### src/bmpt_pkg.sv
`timescale 1ns / 1ps
`default_nettype none
// ----------------------------------------------------------------------------
// bmpt_pkg
// shared constants and types for the binomial mod prime table block
// ----------------------------------------------------------------------------
package bmpt_pkg;
   localparam int unsigned TableSizeDefault = 262144;
   localparam int unsigned ValueWidth = 30;
   localparam logic [29:0] PrimeMod = 30'd1000000007;
   // exponent for the inverse, p - 2
   localparam logic [29:0] PrimeExp = 30'd1000000005;
   // cycles from operands in to product out of the modular multiplier
   localparam int unsigned MulLatency = 6;

   typedef logic [ValueWidth-1:0] residue_type;
endpackage
`default_nettype wire

### src/bmpt_modmul.sv
`timescale 1ns / 1ps
`default_nettype none
// ----------------------------------------------------------------------------
// bmpt_modmul
// pipelined multiply modulo 1000000007: 30x30 product, then a barrett style
// reduction over registered stages, one operand pair per cycle
// ----------------------------------------------------------------------------
module bmpt_modmul (
   input  wire                        clock,
   input  wire                        reset,
   input  wire                        in_valid,
   input  wire  bmpt_pkg::residue_type in_a,
   input  wire  bmpt_pkg::residue_type in_b,
   output logic                       out_valid,
   output bmpt_pkg::residue_type      out_p
);
   // mu = floor(2^60 / p), 31 bits
   localparam logic [30:0] Mu = 31'd1152921496;
   localparam int unsigned Lat = bmpt_pkg::MulLatency;

   logic [Lat-1:0] vld_ff;
   logic [59:0] prod_ff;
   logic [31:0] plo2_ff, plo3_ff, plo4_ff;
   logic [30:0] qhi_ff;
   logic [30:0] q_ff, q_in;
   logic [31:0] qp_ff, qp_in;
   logic [31:0] rem_ff;
   bmpt_pkg::residue_type res_ff;

   always_ff @(posedge clock) begin
      if (reset) begin
         vld_ff <= '0;
      end else begin
         vld_ff <= {vld_ff[Lat-2:0], in_valid};
      end
   end

   assign q_in  = 31'(({31'd0, qhi_ff} * {31'd0, Mu}) >> 31);
   // remainder below 3p fits 32 bits, so only the low words are carried
   assign qp_in = 32'({31'd0, q_ff} * {32'd0, bmpt_pkg::PrimeMod});

   always_ff @(posedge clock) begin
      prod_ff <= {30'd0, in_a} * {30'd0, in_b};
      qhi_ff  <= prod_ff[59:29];
      plo2_ff <= prod_ff[31:0];
      q_ff    <= q_in;
      plo3_ff <= plo2_ff;
      qp_ff   <= qp_in;
      plo4_ff <= plo3_ff;
      rem_ff  <= plo4_ff - qp_ff;
      if (rem_ff >= {1'b0, bmpt_pkg::PrimeMod, 1'b0})
         res_ff <= 30'(rem_ff - {1'b0, bmpt_pkg::PrimeMod, 1'b0});
      else if (rem_ff >= {2'd0, bmpt_pkg::PrimeMod})
         res_ff <= 30'(rem_ff - {2'd0, bmpt_pkg::PrimeMod});
      else
         res_ff <= rem_ff[29:0];
   end

   assign out_valid = vld_ff[Lat-1];
   assign out_p     = res_ff;
endmodule
`default_nettype wire

### config.mk
export PLATFORM = sky130hd
export DESIGN_NAME = bmpt_modmul
export DESIGN_NICKNAME = d
export VERILOG_FILES = /design/src/bmpt_pkg.sv /design/src/bmpt_modmul.sv
export SDC_FILE = /design/constraint.sdc
export NUM_CORES = 2
export LEC_CHECK = 0
export BUFFER_PORTS_ARGS = -buffer_cell sky130_fd_sc_hd__buf_2
export CORE_ASPECT_RATIO = 1.2
export CORE_MARGIN = 3
export CORE_UTILIZATION = 50
export CTS_BUF_LIST = sky130_fd_sc_hd__clkbuf_2
export DETAILED_ROUTE_END_ITERATION = 16
export GPL_TIMING_DRIVEN = 0
export PLACE_DENSITY_LB_ADDON = 0.3
export SLEW_MARGIN = 40
export SYNTH_ARGS = -nofsm -noshare
export SYNTH_HDL_FRONTEND = slang
export SYNTH_SLANG_ARGS = --single-unit
### constraint.sdc
create_clock -name clock -period 27.6 [get_ports clock]
set_input_delay 6.9 -clock clock [delete_from_list [all_inputs] [get_ports clock]]
set_output_delay 6.9 -clock clock [all_outputs]
set_load 0.01 [all_outputs]
# After elaboration in Yosys (flattened, before gate mapping)
# Index checks and enable logic that the tools add are counted.
[totals] inputBits=63 elab_cells=20 ff_bits=318 output_inout_bits=31
[classes] mux=2 magnitude_cmp=2 multipliers=3 add_sub_neg=3
[ops] cell="$mul 30x30->60" count=1
[ops] cell="$mux 30" count=2
[ops] cell="$sub 30x30->30 const B" count=2
[ops] cell="$mul 31x28->59 const B" count=1
[ops] cell="$ge 32x30->1 const B" count=1
[ops] cell="$ge 32x31->1 const B" count=1
[ops] cell="$mul 31x30->32 const B" count=1
[ops] cell="$sub 32x32->32" count=1

# Logic depth before layout (Yosys ltp)
[logic_depth] word_depth=3 ltp_mapped=29 mapped_depth_nobuf=28

# Least setup slack after synthesis
# Ideal clock, no wire load.
[synth_path] path_kind="in2reg" startpoint="input port in_a[28]" endpoint="register prod_ff[58]" required_ns=27.528 arrival_ns=13.969 setup_time_ns=0.072 n_path_buf=2 path_slack_ns=13.559 stages=26 cell_sequence="clkbuf_1 > nand2_1 > fa_1 > inv_1 > fa_1 > fa_1 > inv_1 > fa_1 > inv_1 > fa_1 > fa_1 > fa_1 > inv_1 > fa_1 > inv_1 > ha_1 > clkbuf_1 > a21o_1 > a31oi_1 > a31oi_1 > a2111o_1 > o311a_1 > a2111oi_1 > o41ai_1 > a21oi_1 > xnor2_1"
[synth_via] elab_chain_cells=1
[synth_lines] element="start, declared" line="bmpt_modmul.sv:12" source="input wire bmpt_pkg::residue_type in_a,"
[synth_lines] element="$mul 30x30->60" line="bmpt_modmul.sv:43" source="prod_ff <= {30'd0, in_a} * {30'd0, in_b};"
[synth_lines] element="end signal, assigned" line="bmpt_modmul.sv:43"
[synth_lines] element="end, declared" line="bmpt_modmul.sv:22" source="logic [59:0] prod_ff;"
# Every way passes these cells.
# A chain may end at the register's enable or synchronous reset.

# Final worst setup path
[layout_path] startpoint="input port in_b[6]" endpoint="register prod_ff[58]"
[layout_via] elab_chain_cells=1
[layout_lines] element="start, declared" line="bmpt_modmul.sv:13" source="input wire bmpt_pkg::residue_type in_b,"
[layout_lines] element="$mul 30x30->60" line="bmpt_modmul.sv:43"
# Every way passes these cells.

==> summary.md <==
| Metric | Value |
|---|---|
| Status | completed |
| Number of gates resized after cts | 0 |
| Deepest clock path buffer count | 3 |
| Seq/Total Area, Yosys | 10.8% |
| Post-route ant nets | 0 |
| Number of flops mapped to enable cells by yosys | 0 |
| Port Buffers | 33 |
| Met2 Use GR | 47.0% |
| Cell taking the most area after synthesis | fa_1 |
| Max-slew headroom | 34.3% |
| Die Wd | 318 µm |
| Area Growth Syn to Fin | 4.80% |
| Final net count | 8133 |
| Top cells by count, synth | inv_1, fa_1, ha_1 |
| Final Max Slew Viols | 0 |
| Minimum setup slack among reg-to-reg paths | 19900 ps |
| Routed WL | 166000 µm |
| Num Clock Sinks | 315 |
| Endpoints failing setup | 0 |
| Syn avg cell area | 9.82 µm² |
| Clock Tree Root | clkbuf_2 |
| Min-Delay Path Depth | 0 |
| GP Congestion | 1.03 |
| Std cell rows | 136 |
| HP Start | prod_ff[42] |
| Synth top area share | 42.0% |
| Worst Hold Class | reg -> reg |
| Synth Area in XOR/XNOR | 2.88% |
| Post-DP HPWL | 137000 µm |
| Syn Std Cell Area | 58400 µm² |
| Critical-path top delay cell | a2111oi_2 |
| Clock Latency Late Sink | 970 ps |
| Worst hold endpoint | qhi_ff[13] |
| Via count | 40933 |
| Cell variety after synth | 77 |
| Share of cells above drive strength 1 | 3.77% |
| Core area | 115000 µm² |
| R2R Path End | q_ff[26] |
| Mux cell area share after synthesis | 0.0879% |
| GR Util met1 | 34.1% |
| Unrepaired setup endpoints after global routing | no |
| Async S/R FF share, synth | 0% |
| Syn nets | 8029 |
| Crit path launch type | input pin |
| Synth area leaders | fa_1, ha_1, dfxtp_1, inv_1, and2_1 |
| Cell chain of the critical path | clkbuf_1, nand2_1, fa_1, fa_1, fa_1, fa_1, inv_1, fa_1, fa_1, fa_1, inv_1, fa_1, inv_1, ha_1, clkbuf_1, nand4_1, a2111oi_2, o21ai_0, nor3_1, o311a_1, a2111oi_1, o41ai_1, a21oi_1, xnor2_1 |
| Synth Flop Type | dfxtp_1 |
| Global-route wire length before repair | 258000 µm |
| Initial Utilization | 50.7% |
| Nature of the critical path endpoint | flip-flop |
| #FFs+latches synth | 315 |
| TritonCTS Buffers | 68 |
| Initial antenna violation count | 8 |
| Req. time, crit path | 28380 ps |
| Pre-antenna DRT Iters | 5 |
| R2R Path Start | qhi_ff[11] |
| Total number of H-tree levels | 3 |
| WP buf/inv | 5 |
| Synth Warn # | 0 |
| Most numerous cell in the Yosys netlist | inv_1 |
| Fin crit period | 15030 ps |
| Simple-gate area share of the yosys netlist | 11.2% |
| CP Max Fanout | 10 |
| CP top delay family | adder cells |
| Fmax | 0.0665 GHz |
| Die Y | 380 µm |
| Worst path arrival time | 15810 ps |
| Worst-Margin Slew | 985 ps |
| Pin count of the biggest net entering global routing | 13 |
| Grt total ovfl | 0 |
| Crit path largest cell delay | 690 ps |
| Top Ports | 94 |
| Setup repair bufs after CTS | 0 |
| Worst Reg-to-Reg Cells | 20 |
| Compound-Gate Fraction of Synth Area | 5.18% |
| # DRC | 0 |
| Final Cycle Share | 54.5% |
| Die area | 121000 µm² |
| Largest family of logic cells by synthesized area | adder cells |
| Final Skew | 94.3 ps |
| GR Util met3 | 5.50% |
| DR vias/cell | 5.37 |
| Post-Layout Cell Count | 7626 |
| Clk slew on worst S/H paths | 120 ps |
| Setup_tns | 0 ps |
| Placed cell count | 7498 |
| Initial DRC Count | 2902 |
| Gr usage total | 28.0% |
| TritonCTS clock tree | built |
| Final Hold Vio Count | 0 |
| WL/cell | 21.7 µm |
| Max cap viols | 0 |
| Most numerous cell on the critical path | fa_1 |
| Synth Instances | 5946 |
| Top Usage Layer GRT | met2 |
| Crit Path Category | in -> reg |
| Cts hold-fix bufs | 0 |
| Final core occ | 53.1% |
| Vias in the first global route | 44850 |
| Post-synthesis adder-cell area fraction | 59.0% |
-- layer usage --
metal	part of all wire [%]	vias to the layer above
met5	0	-
met2	47	1845
li1	-	18121
met1	38	20456
met3	8.4	511
met4	6.6	0
-- flip-flops by register name, indices dropped and copies added (netlist names) --
name,cells
plo3_ff,32
plo4_ff,32
rem_ff,32
qhi_ff,31
vld_ff,6
prod_ff,60
out_p,30
qp_ff,32
plo2_ff,29
q_ff,31
-- cell type report --
class	count	area (µm²)
well taps	1518	1900
flip-flops and latches	315	6320
diodes	14	35.0
repair buffers	34	176
clock inverters	23	150
fillers	10532	54000
clock buffers	91	455
inverters	1475	5540
multi-input cells	3950	45700
plain buffers	206	861
-- stage by stage --
step                      worst slack [ps]  hold slack, ps  instance area (µm²)
after floorplan                      13560             310                58400
after global placement               11170             310                60400
after detailed placement             11820             312                60500
after CTS                            12830             231                61100
after global routing                 12480             257                61200
final                                12570             245                61200
-- logic make-up after synthesis --
group                    count (synthesis)
adder cells (fa/ha/maj)               2020
AND/OR/NAND/NOR                       1271
multiplexers                             5
XOR/XNOR                               192
AO/OA/AOI/OAI                          462
flip-flops                             315
buffers and inverters                 1681
-- worst max-delay path by stage --
stage,start,endpoint,slack (ps),cells after the start
floorplan,in_a[28],prod_ff[58],13560,26
global placement,in_a[22],prod_ff[58],11170,25
detailed placement,in_b[6],prod_ff[58],11820,24
CTS,in_b[6],prod_ff[58],12830,24
global route,in_b[6],prod_ff[58],12480,24
finish,in_b[6],prod_ff[58],12570,24
-- layout by cell type, fill, tap and decap left out, drive strengths merged, types with 5 or more instances in the layout --
master   instances
or3              7
and2           545
o221ai           5
nor2           102
clkbuf         288
a211oi          15
a2111oi         10
nor2b           18
a21o            77
xor2            49
dfxtp          315
ha             796
a21oi          140
nand2b          17
inv           1477
a21boi           7
fa            1224
or2              6
o21a            28
nand4           26
or4              5
o21bai          17
o21ai           84
and3            15
nand2          453
buf             43
nor3            27
diode           14
a31oi           20
xnor2          143
clkinv          20
nand3           35
o31ai            6
Power is left out: the tool's default activity adds up to more than one toggle a clock period on the data nets, which glitch-free logic cannot reach.
